File: src/rtl/deq_pkg.sv
`timescale 1ns / 1ps
// ----------------------------------------------------------------------------
// Deque package
// Shared types and constants for the double-ended queue and its ring memory.
// ----------------------------------------------------------------------------
package deq_pkg;

    // Word and result field widths
    localparam int DATA_W      = 32;
    localparam int COUNT_OUT_W = 5;
    localparam int FUNC_W      = 2;

    // Default ring depth
    localparam int DEPTH_DEF = 16;

    // Stream payload widths, padded to whole bytes
    localparam int IN_TDATA_W  = 40;
    localparam int OUT_TDATA_W = 72;

    // Operation codes
    typedef enum logic [FUNC_W-1:0] {
        FUNC_PUSH_FRONT = 2'd0,
        FUNC_PUSH_BACK  = 2'd1,
        FUNC_POP_FRONT  = 2'd2,
        FUNC_POP_BACK   = 2'd3
    } t_func;

    // Sequencer states
    typedef enum logic [1:0] {
        S_IDLE,
        S_READ,
        S_LOAD
    } t_state;

endpackage

File: src/rtl/deq_ram.sv
`timescale 1ns / 1ps
// ----------------------------------------------------------------------------
// Deque ring memory
// One write port and two registered read ports for the front and back words.
// ----------------------------------------------------------------------------
module deq_ram
    import deq_pkg::*;
#(
    parameter int DEPTH = DEPTH_DEF,
    parameter int AW    = $clog2(DEPTH)
) (
    input  logic              i_clk,
    input  logic              i_we,
    input  logic [AW-1:0]     i_waddr,
    input  logic [DATA_W-1:0] i_wdata,
    input  logic [AW-1:0]     i_raddr_a,
    input  logic [AW-1:0]     i_raddr_b,
    output logic [DATA_W-1:0] o_rdata_a,
    output logic [DATA_W-1:0] o_rdata_b
);

    logic [DATA_W-1:0] r_mem [DEPTH];
    logic [DATA_W-1:0] r_rdata_a;
    logic [DATA_W-1:0] r_rdata_b;

    // Write one word
    always_ff @(posedge i_clk) begin
        if (i_we) begin
            r_mem[i_waddr] <= i_wdata;
        end
    end

    // Read both ports through output registers
    always_ff @(posedge i_clk) begin
        r_rdata_a <= r_mem[i_raddr_a];
        r_rdata_b <= r_mem[i_raddr_b];
    end

    assign o_rdata_a = r_rdata_a;
    assign o_rdata_b = r_rdata_b;

endmodule

File: src/rtl/double_ended_queue.sv
`timescale 1ns / 1ps
// ----------------------------------------------------------------------------
// Double-ended queue
// Ring-buffer deque of signed 32-bit words with front and back push and pop.
// ----------------------------------------------------------------------------
// Each item passes through an accept, a read and a load step: the accept step
// updates the front pointer and count and writes a pushed word into the ring
// memory, the next cycle reads the new front and back entries from the memory,
// and the load step fills the result register from that read. A result
// that waits on the output holds the block in its load step, and the next
// item is taken once the result register is free. A pop on an empty deque or
// a push on a full deque is refused (accepted = 0) and changes nothing; front
// and back values read zero while the deque is empty. entry_count carries the
// low five bits of the count. No clearing pass runs after reset.
// ----------------------------------------------------------------------------
module double_ended_queue
    import deq_pkg::*;
#(
    parameter int DEPTH = DEPTH_DEF
) (
    input  logic                   i_clk,
    input  logic                   i_rst_n,
    // Input items
    input  logic                   i_s_axis_tvalid,
    output logic                   o_s_axis_tready,
    // [1:0] func, [33:2] push_value, [39:34] zero
    input  logic [IN_TDATA_W-1:0]  i_s_axis_tdata,
    // Result items
    output logic                   o_m_axis_tvalid,
    input  logic                   i_m_axis_tready,
    // [0] accepted, [1] is_empty, [6:2] entry_count, [38:7] front_value,
    // [70:39] back_value, [71] zero
    output logic [OUT_TDATA_W-1:0] o_m_axis_tdata
);

    localparam int AW  = $clog2(DEPTH);
    localparam int CW  = $clog2(DEPTH + 1);
    localparam int SW  = AW + 1;
    localparam int CXW = (CW > COUNT_OUT_W) ? CW : COUNT_OUT_W;

    // Control state
    t_state             r_state, n_state;
    logic [AW-1:0]      r_front, n_front;
    logic [CW-1:0]      r_count, n_count;
    logic               r_acc, n_acc;
    logic               r_m_valid, n_m_valid;
    // Result payload
    logic [OUT_TDATA_W-1:0] r_m_data, n_m_data;

    // Input decode
    t_func              in_func;
    logic [DATA_W-1:0]  in_value;
    logic               in_accept;
    logic               is_push;
    logic               is_full;
    logic               is_empty;

    // Ring addressing
    logic [AW-1:0]      front_dec;
    logic [AW-1:0]      front_inc;
    logic [SW-1:0]      tail_sum;
    logic [AW-1:0]      tail_addr;
    logic [SW-1:0]      back_sum;
    logic [AW-1:0]      back_addr;

    // Memory ports
    logic               mem_we;
    logic [AW-1:0]      mem_waddr;
    logic [DATA_W-1:0]  front_rdata;
    logic [DATA_W-1:0]  back_rdata;

    // Result fields
    logic [CXW-1:0]         count_ext;
    logic [COUNT_OUT_W-1:0] count_out;
    logic [DATA_W-1:0]      front_out;
    logic [DATA_W-1:0]      back_out;

    assign in_func   = t_func'(i_s_axis_tdata[FUNC_W-1:0]);
    assign in_value  = i_s_axis_tdata[FUNC_W +: DATA_W];
    assign in_accept = i_s_axis_tvalid && o_s_axis_tready;
    assign is_push   = (in_func == FUNC_PUSH_FRONT) || (in_func == FUNC_PUSH_BACK);
    assign is_full   = (r_count == CW'(DEPTH));
    assign is_empty  = (r_count == '0);

    // Step the front pointer around the ring
    assign front_dec = (r_front == '0) ? AW'(DEPTH - 1) : r_front - AW'(1);
    assign front_inc = (r_front == AW'(DEPTH - 1)) ? '0 : r_front + AW'(1);

    // Slot after the back entry, for a push at the back
    assign tail_sum  = SW'(r_front) + SW'(r_count);
    assign tail_addr = (tail_sum >= SW'(DEPTH)) ? AW'(tail_sum - SW'(DEPTH))
                                                : AW'(tail_sum);

    // Back entry; only used while the deque is not empty
    assign back_sum  = SW'(r_front) + SW'(r_count) - SW'(1);
    assign back_addr = (back_sum >= SW'(DEPTH)) ? AW'(back_sum - SW'(DEPTH))
                                                : AW'(back_sum);

    // Write a pushed word when there is room
    assign mem_we    = in_accept && is_push && !is_full;
    assign mem_waddr = (in_func == FUNC_PUSH_FRONT) ? front_dec : tail_addr;

    deq_ram #(
        .DEPTH (DEPTH),
        .AW    (AW)
    ) u_ram (
        .i_clk     (i_clk),
        .i_we      (mem_we),
        .i_waddr   (mem_waddr),
        .i_wdata   (in_value),
        .i_raddr_a (r_front),
        .i_raddr_b (back_addr),
        .o_rdata_a (front_rdata),
        .o_rdata_b (back_rdata)
    );

    // Form result fields
    assign count_ext = CXW'(r_count);
    assign count_out = count_ext[COUNT_OUT_W-1:0];
    assign front_out = is_empty ? '0 : front_rdata;
    assign back_out  = is_empty ? '0 : back_rdata;

    // Register state
    always_ff @(posedge i_clk) begin
        if (!i_rst_n) begin
            r_state   <= S_IDLE;
            r_front   <= '0;
            r_count   <= '0;
            r_acc     <= 1'b0;
            r_m_valid <= 1'b0;
        end else begin
            r_state   <= n_state;
            r_front   <= n_front;
            r_count   <= n_count;
            r_acc     <= n_acc;
            r_m_valid <= n_m_valid;
        end
    end

    always_ff @(posedge i_clk) begin
        r_m_data <= n_m_data;
    end

    // Sequence one item: update pointers, read the ring, load the result
    always_comb begin
        n_state   = r_state;
        n_front   = r_front;
        n_count   = r_count;
        n_acc     = r_acc;
        n_m_valid = r_m_valid;
        n_m_data  = r_m_data;

        // Drop the result once taken
        if (r_m_valid && i_m_axis_tready) begin
            n_m_valid = 1'b0;
        end

        unique case (r_state)
            S_IDLE: begin
                if (in_accept) begin
                    n_state = S_READ;
                    n_acc   = 1'b0;
                    unique case (in_func)
                        FUNC_PUSH_FRONT: begin
                            if (!is_full) begin
                                n_front = front_dec;
                                n_count = r_count + CW'(1);
                                n_acc   = 1'b1;
                            end
                        end
                        FUNC_PUSH_BACK: begin
                            if (!is_full) begin
                                n_count = r_count + CW'(1);
                                n_acc   = 1'b1;
                            end
                        end
                        FUNC_POP_FRONT: begin
                            if (!is_empty) begin
                                n_front = front_inc;
                                n_count = r_count - CW'(1);
                                n_acc   = 1'b1;
                            end
                        end
                        FUNC_POP_BACK: begin
                            if (!is_empty) begin
                                n_count = r_count - CW'(1);
                                n_acc   = 1'b1;
                            end
                        end
                        default: begin
                            n_acc = 1'b0;
                        end
                    endcase
                end
            end
            S_READ: begin
                n_state = S_LOAD;
            end
            S_LOAD: begin
                // Hold until the result register is free
                if (!r_m_valid || i_m_axis_tready) begin
                    n_m_valid = 1'b1;
                    n_m_data  = {1'b0, back_out, front_out, count_out, is_empty, r_acc};
                    n_state   = S_IDLE;
                end
            end
            default: begin
                n_state = S_IDLE;
            end
        endcase
    end

    assign o_s_axis_tready = (r_state == S_IDLE);
    assign o_m_axis_tvalid = r_m_valid;
    assign o_m_axis_tdata  = r_m_data;

    // Count stays within the ring
    a_count_bound: assert property (@(posedge i_clk) disable iff (!i_rst_n)
        r_count <= CW'(DEPTH))
        else $error("deque count above depth");

    // Front pointer stays within the ring
    a_front_bound: assert property (@(posedge i_clk) disable iff (!i_rst_n)
        r_front <= AW'(DEPTH - 1))
        else $error("front pointer outside ring");

    // A push into a full deque is refused and leaves the count
    a_full_refuse: assert property (@(posedge i_clk) disable iff (!i_rst_n)
        (in_accept && is_push && is_full) |=> (!r_acc && r_count == CW'(DEPTH)))
        else $error("push into full deque was taken");

    // A pop from an empty deque is refused and leaves the count
    a_empty_refuse: assert property (@(posedge i_clk) disable iff (!i_rst_n)
        (in_accept && !is_push && is_empty) |=> (!r_acc && r_count == '0))
        else $error("pop from empty deque was taken");

    // Pointer and count hold while the ring is being read
    a_hold_busy: assert property (@(posedge i_clk) disable iff (!i_rst_n)
        (r_state == S_READ) |=> ($stable(r_front) && $stable(r_count)))
        else $error("pointer moved during ring read");

endmodule
File: config.mk
export PLATFORM = sky130hd
export DESIGN_NAME = double_ended_queue
export DESIGN_NICKNAME = d
export VERILOG_FILES = /design/src/rtl/deq_pkg.sv /design/src/rtl/deq_ram.sv /design/src/rtl/double_ended_queue.sv
export SDC_FILE = /design/constraint.sdc
export NUM_CORES = 1
export LEC_CHECK = 0
export BUFFER_PORTS_ARGS = -buffer_cell sky130_fd_sc_hd__buf_4
export CORE_UTILIZATION = 30
export CTS_CLUSTER_DIAMETER = 50
export CTS_CLUSTER_SIZE = 8
export DETAILED_ROUTE_END_ITERATION = 16
export MAX_ROUTING_LAYER = met4
export PLACE_DENSITY = 0.46
export SYNTH_ARGS = -nofsm -noshare
export SYNTH_HDL_FRONTEND = slang
export SYNTH_SLANG_ARGS = --single-unit
File: constraint.sdc
create_clock -name i_clk -period 4.7 [get_ports i_clk]
set_input_delay 0.47 -clock i_clk [delete_from_list [all_inputs] [get_ports i_clk]]
set_output_delay 0.47 -clock i_clk [all_outputs]
set_load 0.1 [all_outputs]
## Word level (Yosys, flattened, before mapping)

Memories as Yosys holds them, arrays and structs flattened. A register that Yosys moved wholly into a read port is not among the register bits.
Cells that the tools add are included.

- Add/sub/neg operators: 8
- $mul: 0
- Divide/modulo/power cells: 0
- $lt $le $gt $ge: 2
- Equality and inequality tests: 13
- Shift operators: 0
- Muxes and demuxes: 22
- Bitwise logic cells: 0
- Reductions and logical operators: 20

Operator list:

| operator | number |
|---|---|
| 2-to-1 mux 4 bit | 7 |
| subtractor 4 x 1 -> 4 bit, second input constant | 3 |
| greater-or-equal comparator 5 bit, second input constant | 2 |
| 2-to-1 mux 5 bit | 2 |
| != test 2 bit, second input constant | 5 |
| one-hot mux 5 bit (2 select lines) | 1 |
| subtractor 5 x 1 -> 5 bit, second input constant | 2 |
| one-hot mux 4 bit (2 select lines) | 1 |
| 2-to-1 mux 1 bit | 7 |
| == test 2 bit, second input constant | 3 |
| one-hot mux 2 bit (3 select lines) | 1 |
| AND reduction 2 bit | 3 |
| adder 4 x 5 -> 5 bit | 1 |
| adder 5 x 1 -> 5 bit, second input constant | 1 |
| == test 5 bit, second input constant | 1 |
| logical NOT 5 bit | 1 |
| AND reduction 5 bit | 1 |
| adder 4 x 1 -> 4 bit, second input constant | 1 |
| == test 2 x 1 -> 1 bit, second input constant | 2 |
| == test 4 bit, second input constant | 1 |
| logical AND 1 bit | 4 |
| logical NOT 2 bit | 2 |
| logical NOT 4 bit | 1 |
| 2-to-1 mux 2 bit | 2 |
| other kinds (7) | 10 |

- Register bits after elaboration: 84
- Latch bits: 0
- Memory bits (writable): 512
- Bits in read-only memories: 0
- Bits of input ports: 44
- Output and inout bits: 74
- Memories: 1

Memories:

| memory | words | bits a word | read ports | clocked after Yosys merged registers in | write ports | line | text |
|---|---|---|---|---|---|---|---|
| u_ram.r_mem | 16 | 32 | 2 | 2 | 1 | deq_ram.sv:22 | `logic [DATA_W-1:0] r_mem [DEPTH];` |

## Logic depth before layout (Yosys ltp)

Gate-level depths: netlist of run 1.

- Word-level depth: 6
- Mapped depth: 11
- Depth with buffers taken out: 7

## Modules after synthesis

A second synthesis of run 1 with hierarchy kept.

- Cell total of the unflattened synthesis: 1420
- Area total of the unflattened synthesis: 27825.4 µm²

By module, submodules not included:

| module | instances | cells an instance | area each (µm²) | sequential area each (µm²) |
|---|---|---|---|---|
| deq_ram | 1 | 1141 | 24188.2 | 16656.0 |
| double_ended_queue | 1 | 279 | 3637.2 | 2392.3 |

## Worst setup path before layout of run 1

No wires, ideal clock.

- Kind: register to register
- From: register r_front[0]
- To: memory u_ram.r_mem[10][0] (enable)
- Library setup time: 461 ps
- Arrival time: 4162 ps
- Required time: 4239 ps
- Setup slack: 77 ps
- Cell stages (with the launch flop): 11
- Cells stage by stage: dfxtp_1 buf_2 buf_4 buf_4 inv_1 ha_1 nor3_1 a21oi_1 nor2_1 nand2_1 nor3_1

- Cells in the longest elaborated chain, start to end: 4

RTL lines:

| item | line | text |
|---|---|---|
| start, declared | double_ended_queue.sv:43 | `logic [AW-1:0] r_front, n_front;` |
| start signal, assigned | double_ended_queue.sv:133 | `r_front <= n_front;` |
| adder 4 x 5 -> 5 bit | double_ended_queue.sv:90 | `assign tail_sum = SW'(r_front) + SW'(r_count);` |
| subtractor 4 x 1 -> 4 bit or greater-or-equal comparator 5 bit (tied branches) | double_ended_queue.sv:91 | `assign tail_addr = (tail_sum >= SW'(DEPTH)) ? AW'(tail_sum - SW'(DEPTH))` |
| 2-to-1 mux 4 bit | double_ended_queue.sv:91 |  |
| 2-to-1 mux 4 bit (*) | double_ended_queue.sv:101 | `assign mem_waddr = (in_func == FUNC_PUSH_FRONT) ? front_dec : tail_addr;` |
| end, declared | deq_ram.sv:22 |  |

Mark *: on every way between the ends. The rest lies on a longest branch, timed or not.

## Worst setup path in the final report of run 1

- From: register r_front[0]
- To: memory u_ram.r_mem[6][11] (enable)

Same word-level chain as after synthesis.

==> results.tsv, run 1 <==
metric	value	unit
status	complete, no violations	
Die Width	310.8	µm
global-route wire length before repair	113000	µm
CTS tree	built	
fmax	285.1	MHz
Worst Setup Path Type	flop to flop	
GRT overflow	0	
clock latency on the worst-skew pair	0.65	ns
Seq pwr share	37.6	%
Yosys reg bits	660	
Post-CTS Setup Bufs	0	
DRC	0	
RSZ-0062 raised after global routing	no	
DRT antenna net count	0	
Pint	0.01324	W
Num CTS Buffers	102	
critical path data arrival time	3.78	ns
period utilisation layout	74.62	%
met1 usage in global routing	21.74	%
Routed WL	77310	µm
Synth Warn #	0	
DIE HEIGHT	310.8	µm
Critical Path End Type	flop	
fin crit period	3.507	ns
Hold WC Path Type	input pin to flop	
Clk pwr share	37.5	%
max-slew violations	0	
Gate power share	25.0	%
Post-synth EDFFs	583	
largest family of logic cells by synthesized area	multiplexers	
post-synthesis xor/xnor area fraction	0.5555	%
CTS clk-pin slew, worst paths	0.05	ns
fin cells	2975	
Yosys cell types	55	
post-CTS sizing	0	
initial antenna violation count	2	
TritonRoute pass-1 iters	6	
number of port buffers	110	
grt met2 use	25.83	%
Total Neg Setup Slack	0	ns
most frequent cells in the layout	edfxtp_1, mux4_2, buf_4, clkbuf_16, mux2i_1	
clock tree buffer depth	3	
CP startpoint kind	flop	
Cells after Synth	1470	
Die Area	96590	µm²
GP Congestion	0.7213	
vias in the first global route	16290	
Net Count, Synth	1525	
Synth Flop Type	edfxtp_1	
Starting DRT DRC Count	1098	
routed vias	15150	
met3 Resource Use GR	3.352	%
DP HPWL	41950	µm
H-tree depth	3	
P per Cell Area	543.3	nW/µm²
final setup vio count	0	
mux share of post-synthesis cell area	23.66	%
CTS Hold Buffers Added	0	
async set-reset flop share out of synthesis	0	%
NetSw	0.005405	W
Worst Tran Pin Value	1.173	ns
area grow syn2layout	19.95	%
core area	93890	µm²
Routed WL per cell	25.99	µm
Post-Synthesis Mean Instance Area	19.46	µm²
Post-Synthesis Cell Area	28600	µm²
Root Driver	clkbuf_16	
pin count of the biggest net entering global routing	97	
Static Leak	11.09	nW
filler instances	8722	
maximum vdd ir drop	0.3430	mV
total track usage	16.50	%
Crit path required time	4.97	ns
Nets	1690	
Placement Rows	112	
adder-cell area share of the yosys netlist	0.5336	%
Compound-Gate Fraction of Synth Area	2.458	%
Max-slew headroom	21.28	%
IO Count	118	
# clock sinks	660	
most common cell after layout, fill and taps aside	edfxtp_1	
Final Hold Viols	0	
register area share after synthesis	66.59	%
Via density	5.091	
Post-Synth Simple-Gate Area	4.304	%
max-cap violations	0	
grt peak-use layer	met2	
layout cells sized above 1	34.38	%
Max FO, Critical Path	96	
Inst Count DP	2785	
Starting Density	30.47	%
Clock Skews	0.02463	ns
Sw Ratio	28.99	%
stage by stage:
step / worst slack (ns) / hold WS [ns] / power, W / utilization, % / area (µm²)
after floorplan: 0.07667 / 0.4086 / 0.01042 / - / 28600
after global placement: 1.136 / 0.4209 / 0.01189 / 33.18 / 31150
after detailed placement: 1.131 / 0.4334 / 0.01191 / 33.18 / 31150
after CTS: 1.090 / 0.03710 / 0.01900 / 36.54 / 34310
after global routing: 0.8629 / 0.06667 / 0.01947 / 36.54 / 34310
final: 1.193 / 0.08407 / 0.01864 / 36.54 / 34310
cell families after synthesis:
kind of cell | Yosys count
AO/OA/AOI/OAI | 97
XOR/XNOR | 10
adder cells (fa/ha/maj) | 11
buffers and inverters | 111
flip-flops | 660
multiplexers | 356
other | 1
AND/OR/NAND/NOR | 224
state kept, by name (all words and copies together) (netlist names):
register	count
u_ram.r_mem	512
u_ram.o_rdata_b	32
r_state	2
o_m_axis_tdata	71
o_m_axis_tvalid	1
r_front	4
u_ram.o_rdata_a	32
r_acc	1
count_ext	5
cell type report:
type                    count  area [µm²]  share of cell area [%]
clock inverters            21       260.3                  0.7585
clock buffers             167        2897                   8.442
well taps                1254        1569                   4.573
repair buffers            163        1336                   3.895
inverters                   9       33.78                 0.09846
flip-flops and latches    660       19060                   55.56
multi-input cells         699        9148                   26.66
diodes                      2       5.005                 0.01459
critical path: stages, from the launching register on:
cell and delay, ns:
dfxtp_4 0.37, buf_12 0.61, inv_1 0.14, ha_1 0.36, nor3_1 0.40, a21oi_1 0.08
nor2_1 0.19, nand2_1 0.19, nor3_2 0.20, buf_4 0.53
power by group through the flow:
stage	Clock, W	Sequential, W	Combinational (W)
3_5_place_dp	0	0.00712	0.00479
5_1_grt	0.00742	0.00704	0.00501
2_1_floorplan	0	0.00724	0.00318
3_3_place_gp	0	0.00712	0.00477
6_report	0.00698	0.00701	0.00465
4_1_cts	0.00718	0.00701	0.00480
metal layers:
| metal | wire [µm] | part of all wire [%] |
|---|---|---|
| met1 | 34450 | 45 |
| met2 | 37110 | 48 |
| met3 | 4221 | 5.5 |
| met4 | 1536 | 2.0 |
| met5 | 0 | 0 |
Yosys cell counts (8+ instances only):
cell      instances  area share (%)
mux2i_1          99             3.5
buf_2            35            0.61
edfxtp_1        583              61
mux4_2          256              20
a31oi_1          33            0.72
nor3_2            9            0.31
ha_1              9            0.39
clkbuf_1         51            0.67
nor3_1            9            0.16
nand2_1          78             1.0
inv_1             8            0.10
nand2b_1         10            0.22
a211oi_1         32            0.84
and2_1           34            0.74
dfxtp_1          77             5.4
nor2b_1          68             1.5
buf_4            11            0.29
worst paths after layout:
check        slack [ns]                           end  depth (start not counted)                     from
max reg2reg        1.19  u_ram.r_mem[6][11]$_DFFE_PP_                          9  r_front[0]$_SDFFE_PN0P_
min                0.08       r_state[0]$_SDFFE_PN0P_                          2          i_s_axis_tvalid
max                1.19  u_ram.r_mem[6][11]$_DFFE_PP_                          9  r_front[0]$_SDFFE_PN0P_
min reg2reg        0.44   o_m_axis_tdata[0]$_DFFE_PP_                          0       r_acc$_SDFFE_PN0P_
No activity file was read; power rests on OpenSTA's default activity.
==> inputs of run 2 (changes only) <==
--- a/config.mk
+++ b/config.mk
@@ -11,7 +11,7 @@
 export CTS_CLUSTER_SIZE = 8
 export DETAILED_ROUTE_END_ITERATION = 16
 export MAX_ROUTING_LAYER = met4
-export PLACE_DENSITY = 0.46
+export PLACE_DENSITY = 0.45
 export SYNTH_ARGS = -nofsm -noshare
 export SYNTH_HDL_FRONTEND = slang
 export SYNTH_SLANG_ARGS = --single-unit
==> constraint.sdc (replaced) <==
create_clock -name i_clk -period 3.5 [get_ports i_clk]
set_input_delay 0.35 -clock i_clk [delete_from_list [all_inputs] [get_ports i_clk]]
set_output_delay 0.35 -clock i_clk [all_outputs]
set_load 0.1 [all_outputs]
==> run 2 against run 1 <==
Compared with the run above:
- critical endpoint is now u_ram.o_rdata_b[5]$_DFF_P_
- utilization is 0.72 points higher
- setup slack worse by 0.65 ns
- routed wire length is 1.2% higher
- final cell count is 1.3% higher
- die area stayed put
- worst hold slack better by 0.0057 ns
- clock power is 38% higher
- critical path type unchanged
==> results.tsv, run 2 (synthesized netlist as in run 1, its figures left out) <==
metric	value	unit	change
DIE HEIGHT	310.8	µm	unchanged
CTS clk-pin slew, worst paths	0.05	ns	about the same
layout cells sized above 1	33.52	%	was 34.38%
H-tree depth	3		unchanged
most frequent cells in the layout	edfxtp_1, mux4_2, buf_4, clkbuf_16, mux2i_1		unchanged
max-slew violations	0		unchanged
Hold Path Origin	i_s_axis_tdata[1]		was i_s_axis_tvalid
vias in the first global route	16350		was 16290
clock latency on the worst-skew pair	0.66	ns	was 0.65 ns
Via density	5.071		was 5.091
DRC	0		unchanged
Starting DRT DRC Count	1098		unchanged
DRT antenna net count	0		unchanged
CTS tree	built		unchanged
post-CTS sizing	0		unchanged
max-cap violations	0		unchanged
number of port buffers	110		unchanged
routed vias	15290		was 15150
GRT overflow	0		unchanged
hold path endpoint	r_front[1]$_SDFFE_PN0P_		was r_state[0]$_SDFFE_PN0P_
Root Driver	clkbuf_16		unchanged
Worst Setup Path Type	flop to flop		unchanged
most common cell after layout, fill and taps aside	edfxtp_1		unchanged
DP Worst Slack	0.5586	ns	was 1.131 ns
clock tree buffer depth	3		unchanged
DP HPWL	41460	µm	was 41950 µm
Critical Path End Type	flop		unchanged
Most flops, register	u_ram.r_mem		unchanged
max FFs per register	512		unchanged
RSZ-0062 raised after global routing	no		unchanged
final core occ	37.27	%	was 36.54%
worst r2r src	r_front[0]$_SDFFE_PN0P_		unchanged
GP Congestion	0.7251		was 0.7213
P per Cell Area	726.4	nW/µm²	was 543.3 nW/µm²
Max-slew headroom	29.65	%	was 21.28%
maximum vdd ir drop	0.4735	mV	was 0.3430 mV
Final Hold Viols	0		unchanged
pin count of the biggest net entering global routing	94		was 97
IO Count	118		unchanged
final setup vio count	0		unchanged
Starting Density	30.47	%	unchanged
# clock sinks	660		unchanged
PnR worst setup slack	0.5421	ns	was 1.193 ns
global-route wire length before repair	115100	µm	was 113000 µm
Max FO, Critical Path	26		was 96
area grow syn2layout	22.33	%	was 19.95%
Worst Tran Pin Value	1.055	ns	was 1.173 ns
status	complete, no violations		unchanged
Crit path required time	4.03	ns	was 4.97 ns
Static Leak	11.33	nW	was 11.09 nW
FF-to-FF setup slack	0.54	ns	was 1.19 ns
CTS Hold Buffers Added	35		was 0
critical path data arrival time	3.49	ns	was 3.78 ns
Hold Path Cell Cnt	4		was 2
fin crit period	2.958	ns	was 3.507 ns
initial antenna violation count	5		was 2
core area	93890	µm²	unchanged
Routed WL per cell	25.95	µm	was 25.99 µm
total track usage	16.76	%	was 16.50%
fmax	338.1	MHz	was 285.1 MHz
Die Width	310.8	µm	unchanged
Clock Skews	0.02768	ns	was 0.02463 ns
period utilisation layout	84.51	%	was 74.62%
Post-CTS Setup Bufs	0		unchanged
Routed WL	78230	µm	was 77310 µm
Nets	1726		was 1690
Die Area	96590	µm²	unchanged
Num CTS Buffers	103		was 102
worst reg2reg path depth	8		was 9
TritonRoute pass-1 iters	7		was 6
CP startpoint kind	flop		unchanged
Placement Rows	112		unchanged
Hold WC Path Type	input pin to flop		unchanged
worst r2r dst	u_ram.o_rdata_b[5]$_DFF_P_		was u_ram.r_mem[6][11]$_DFFE_PP_
==> run 2: changes by cell type in the layout (fill, tap and decap cells not counted), sizes merged <==
cell	previous run	this run
inv	12	13
bufinv	3	5
dlygate4sd3	0	35
clkinvlp	2	1
diode	2	4
clkbuf	167	169
clkinv	13	12
==> run 2: layout make-up <==
type                    instances  area (µm²)
clock buffers                 169        2928
fillers                      8714       58900
well taps                    1254        1569
diodes                          4       10.01
flip-flops and latches        660       19060
clock inverters                22       304.0
inverters                       9       33.78
multi-input cells             699        9198
repair buffers                198        1887
==> run 2: worst max-delay path, cell delays in order, from the launching register on <==
cell and delay [ns]:
dfxtp_4 0.40, ha_4 0.18, fa_1 0.65, inv_1 0.12, ha_4 0.35, buf_4 0.41
mux4_2 0.37, mux2i_1 0.22, mux2i_1 0.10
==> run 2: where the power goes <==
group	switching, W	internal, W	total, W
clock network	0.00356	0.00604	0.00960
logic	0.00356	0.00286	0.00642
registers	0.000212	0.00919	0.00940
==> run 2: metrics by stage <==
| stage | total power (W) | area (µm²) | cells | hold WS, ns | setup TNS [ns] |
|---|---|---|---|---|---|
| global route | 0.02653 | 34990 | 3015 | 0.1026 | 0 |
| detailed placement | 0.01609 | 31400 | 2785 | 0.4219 | 0 |
| finish | 0.02542 | 34990 | 3015 | 0.08978 | 0 |
| global placement | 0.01607 | 31400 | 2785 | 0.4206 | 0 |
| floorplan | 0.01402 | 28670 | 1470 | 0.4086 | -48.91 |
| CTS | 0.02585 | 34980 | 3011 | 0.04297 | 0 |
==> run 2: how the worst max path moves through the flow <==
| stage | slack (ns) | to | start |
|---|---|---|---|
| 3_5_place_dp | 0.56 | u_ram.o_rdata_b[5]$_DFF_P_ | count_ext[0]$_SDFFE_PN0P_ |
| 6_report | 0.54 | u_ram.o_rdata_b[5]$_DFF_P_ | r_front[0]$_SDFFE_PN0P_ |
| 3_3_place_gp | 0.55 | u_ram.o_rdata_b[5]$_DFF_P_ | count_ext[0]$_SDFFE_PN0P_ |
| 5_1_grt | 0.41 | u_ram.o_rdata_b[2]$_DFF_P_ | count_ext[0]$_SDFFE_PN0P_ |
| 4_1_cts | 0.51 | u_ram.o_rdata_b[5]$_DFF_P_ | count_ext[0]$_SDFFE_PN0P_ |
| 2_1_floorplan | -0.19 | u_ram.r_mem[10][0]$_DFFE_PP_ | r_front[0]$_SDFFE_PN0P_ |
==> run 2: per-layer routing <==
layer	track usage (%)	vias up	wire, µm
li1	-	6518	-
met1	21.81	8177	34020
met2	26.67	490	38410
met3	3.526	103	4491
met4	4.299	0	1308
met5	-	-	0
==> inputs of run 3 (changes only) <==
--- a/config.mk
+++ b/config.mk
@@ -5,13 +5,14 @@
 export SDC_FILE = /design/constraint.sdc
 export NUM_CORES = 1
 export LEC_CHECK = 0
+export ABC_AREA = 1
 export BUFFER_PORTS_ARGS = -buffer_cell sky130_fd_sc_hd__buf_4
 export CORE_UTILIZATION = 30
 export CTS_CLUSTER_DIAMETER = 50
 export CTS_CLUSTER_SIZE = 8
 export DETAILED_ROUTE_END_ITERATION = 16
 export MAX_ROUTING_LAYER = met4
-export PLACE_DENSITY = 0.45
+export PLACE_DENSITY = 0.46
 export SYNTH_ARGS = -nofsm -noshare
 export SYNTH_HDL_FRONTEND = slang
 export SYNTH_SLANG_ARGS = --single-unit
==> constraint.sdc (replaced) <==
create_clock -name i_clk -period 2.5 [get_ports i_clk]
set_input_delay 0.25 -clock i_clk [delete_from_list [all_inputs] [get_ports i_clk]]
set_output_delay 0.25 -clock i_clk [all_outputs]
set_load 0.1 [all_outputs]
==> run 3 against run 2 <==
Compared with the run above:
- critical endpoint is now u_ram.r_mem[14][5]$_DFFE_PP_
- power increased by 47%
- largest cell class unchanged
- area after synthesis up 10%
- largest power group unchanged
- critical path type unchanged
- register-to-register slack got worse by 0.46 ns
- critical path depth increased by 2
==> results.tsv, run 3 <==
metric	value	unit	change
Starting DRT DRC Count	1915		was 1098
CTS clk-pin slew, worst paths	0.05	ns	about the same
Synth Warn #	0		unchanged
area share of the largest cell type after synthesis	55.54	%	was 61.20%
Placement Rows	118		was 112
Num CTS Buffers	103		unchanged
Cells after Synth	3358		was 1470
Clock Skews	0.02969	ns	was 0.02768 ns
Post-synth EDFFs	583		unchanged
clock tree buffer depth	3		unchanged
Most flops, register	u_ram.r_mem		unchanged
status	complete, no violations		unchanged
Hold Path Cell Cnt	5		was 4
Post-Synthesis Mean Instance Area	9.387	µm²	was 19.46 µm²
area grow syn2layout	22.07	%	was 22.33%
slowest stage delay, CP	0.48	ns	was 0.65 ns
Starting Density	30.37	%	was 30.47%
slowest CP cell	fa_1		unchanged
vias in the first global route	22490		was 16350
register area share after synthesis	60.43	%	was 66.59%
FF-to-FF setup slack	0.08	ns	was 0.54 ns
Max-slew headroom	36.66	%	was 29.65%
initial antenna violation count	6		was 5
maximum vdd ir drop	0.5904	mV	was 0.4735 mV
most frequent cells after synthesis	nand2_1, edfxtp_1, inv_1, o211ai_1, o21ai_0		was edfxtp_1, mux4_2, mux2i_1, nand2_1, dfxtp_1
# clock sinks	660		unchanged
IO Count	118		unchanged
DRT antenna net count	0		unchanged
Post-Synthesis Cell Area	31520	µm²	was 28600 µm²
most common cell after layout, fill and taps aside	nand2_1		was edfxtp_1
Die Area	106400	µm²	was 96590 µm²
Worst Setup Path Type	flop to flop		unchanged
critical path data arrival time	2.79	ns	was 3.49 ns
Crit path required time	2.87	ns	was 4.03 ns
Nets	3567		was 1726
Routed WL	95970	µm	was 78230 µm
Routed WL per cell	19.26	µm	was 25.95 µm
Root Driver	clkbuf_16		unchanged
Critical Path End Type	flop		unchanged
Total Neg Setup Slack	0	ns	unchanged
cells taking the most area after synthesis	edfxtp_1, nand2_1, o211ai_1, dfxtp_1, inv_1		was edfxtp_1, mux4_2, dfxtp_1, mux2i_1, nor2b_1
Final Hold Viols	0		unchanged
fin crit period	2.419	ns	was 2.958 ns
Max FO, Critical Path	8		was 26
number of port buffers	110		unchanged
DP HPWL	55630	µm	was 41460 µm
CP startpoint kind	flop		unchanged
most frequent cells in the layout	nand2_1, edfxtp_1, inv_1, o211ai_1, o21ai_0		was edfxtp_1, mux4_2, buf_4, clkbuf_16, mux2i_1
DRC	0		unchanged
Yosys cell types	32		was 55
period utilisation layout	96.76	%	was 84.51%
worst reg2reg path depth	10		was 8
Static Leak	15.39	nW	was 11.33 nW
RSZ-0062 raised after global routing	yes		was no
crit-path leading delay family	buffers and inverters		was adder cells
Inst Count DP	4746		was 2785
H-tree depth	3		unchanged
filler instances	10300		was 8714
cell taking the most area after synthesis	edfxtp_1		unchanged
Hold WC Path Type	input pin to flop		unchanged
CTS tree	built		unchanged
TritonRoute pass-1 iters	5		was 7
GRT overflow	0		unchanged
crit path cell chain	ha_4 > fa_1 > inv_1 > buf_4 > o21ai_4 > nand3_1 > buf_6 > nor2_4 > buf_12 > clkbuf_16		was ha_4 > fa_1 > inv_1 > ha_4 > buf_4 > mux4_2 > mux2i_1 > mux2i_1
Crit path depth	10		was 8
clock latency on the worst-skew pair	0.68	ns	was 0.66 ns
fmax	413.4	MHz	was 338.1 MHz
GP Congestion	0.7605		was 0.7251
pin count of the biggest net entering global routing	185		was 94
routed vias	23290		was 15290
most common cell in the netlist	nand2_1		was edfxtp_1
DIE HEIGHT	326.1	µm	was 310.8 µm
max-cap violations	0		unchanged
fin cells	4983		was 3015
max-slew violations	0		unchanged
P per Cell Area	974.3	nW/µm²	was 726.4 nW/µm²
Via density	4.673		was 5.071
Synth Flop Type	edfxtp_1		unchanged
final setup vio count	0		unchanged
layout cells sized above 1	12.12	%	was 33.52%
max FFs per register	512		unchanged
Worst Tran Pin Value	0.9501	ns	was 1.055 ns
crit path buf inv count	5		was 2
Die Width	326.1	µm	was 310.8 µm
global-route wire length before repair	143200	µm	was 115100 µm
Yosys reg bits	660		unchanged
total track usage	18.43	%	was 16.76%
async set-reset flop share out of synthesis	0	%	unchanged
core area	103800	µm²	was 93890 µm²
Net Count, Synth	3413		was 1525
## run 3: per-layer routing
| metal | vias to the layer above | global-route usage (%) | wire length, µm |
|---|---|---|---|
| met4 | 0 | 4.695 | 1660 |
| met5 | - | - | 0 |
| met1 | 11040 | 25.13 | 45070 |
| met2 | 526 | 28.47 | 44140 |
| li1 | 11610 | - | - |
| met3 | 114 | 2.905 | 5097 |
## run 3: final timing paths
check	startpoint	end
worst max-delay path	count_ext[0]$_SDFFE_PN0P_	u_ram.r_mem[14][5]$_DFFE_PP_
worst max register to register	count_ext[0]$_SDFFE_PN0P_	u_ram.r_mem[14][5]$_DFFE_PP_
worst min-delay path	i_s_axis_tdata[0]	r_front[1]$_SDFFE_PN0P_
worst min register to register	r_acc$_SDFFE_PN0P_	o_m_axis_tdata[0]$_DFFE_PP_
## run 3: metrics by stage
| step | utilization [%] | total power, W | hold WS [ns] | instance area [µm²] | setup WS (ns) |
|---|---|---|---|---|---|
| after floorplan | - | 0.02024 | 0.3489 | 31720 | -0.1476 |
| after global placement | 33.45 | 0.02400 | 0.4201 | 34720 | 0.01350 |
| after detailed placement | 33.45 | 0.02400 | 0.4423 | 34720 | 0.03683 |
| after CTS | 36.89 | 0.03768 | 0.001540 | 38290 | 0.003674 |
| after global routing | 37.07 | 0.03945 | 0.07308 | 38480 | -0.01371 |
| final | 37.07 | 0.03749 | 0.04374 | 38480 | 0.08089 |
## run 3: power by group
group | total, W | internal, W | switching, W
Combinational | 0.0109 | 0.00347 | 0.00738
Sequential | 0.0131 | 0.0128 | 0.000281
Clock | 0.0135 | 0.00840 | 0.00511
Total | 0.0375 | 0.0247 | 0.0128
## run 3: tightest hold or removal path: cells and delay by family
| kind | cells | cell delay [ns] |
|---|---|---|
| and+or+nand+nor | 4 | 0.30 |
| buffers and inverters | 1 | 0.12 |
## run 3: logic make-up after synthesis
| kind of cell | after synthesis | share of synthesized area (%) |
|---|---|---|
| AND/OR/NAND/NOR | 1401 | 17.35 |
| flip-flops | 660 | 60.43 |
| XOR/XNOR | 3 | 0.08337 |
| other | 1 | 0.01190 |
| AO/OA/AOI/OAI | 678 | 13.10 |
| buffers and inverters | 604 | 8.542 |
| adder cells (fa/ha/maj) | 11 | 0.4843 |
## run 3: layout make-up
class	instances	area [µm²]	share of cell area, %
clock inverters	21	282.8	0.7349
inverters	389	1475	3.834
multi-input cells	2094	10050	26.12
flip-flops and latches	660	19060	49.53
diodes	5	12.51	0.03252
clock buffers	170	2940	7.641
well taps	1380	1727	4.487
repair buffers	264	2933	7.622
## run 3: timing repair
item / in CTS / in global routing
hold buffers: 35 / 0
resized for setup: 0 / 10
setup buffers: 0 / 2
endpoints found under the setup margin: 0 / 219
endpoints found under the hold margin: 523 / 0
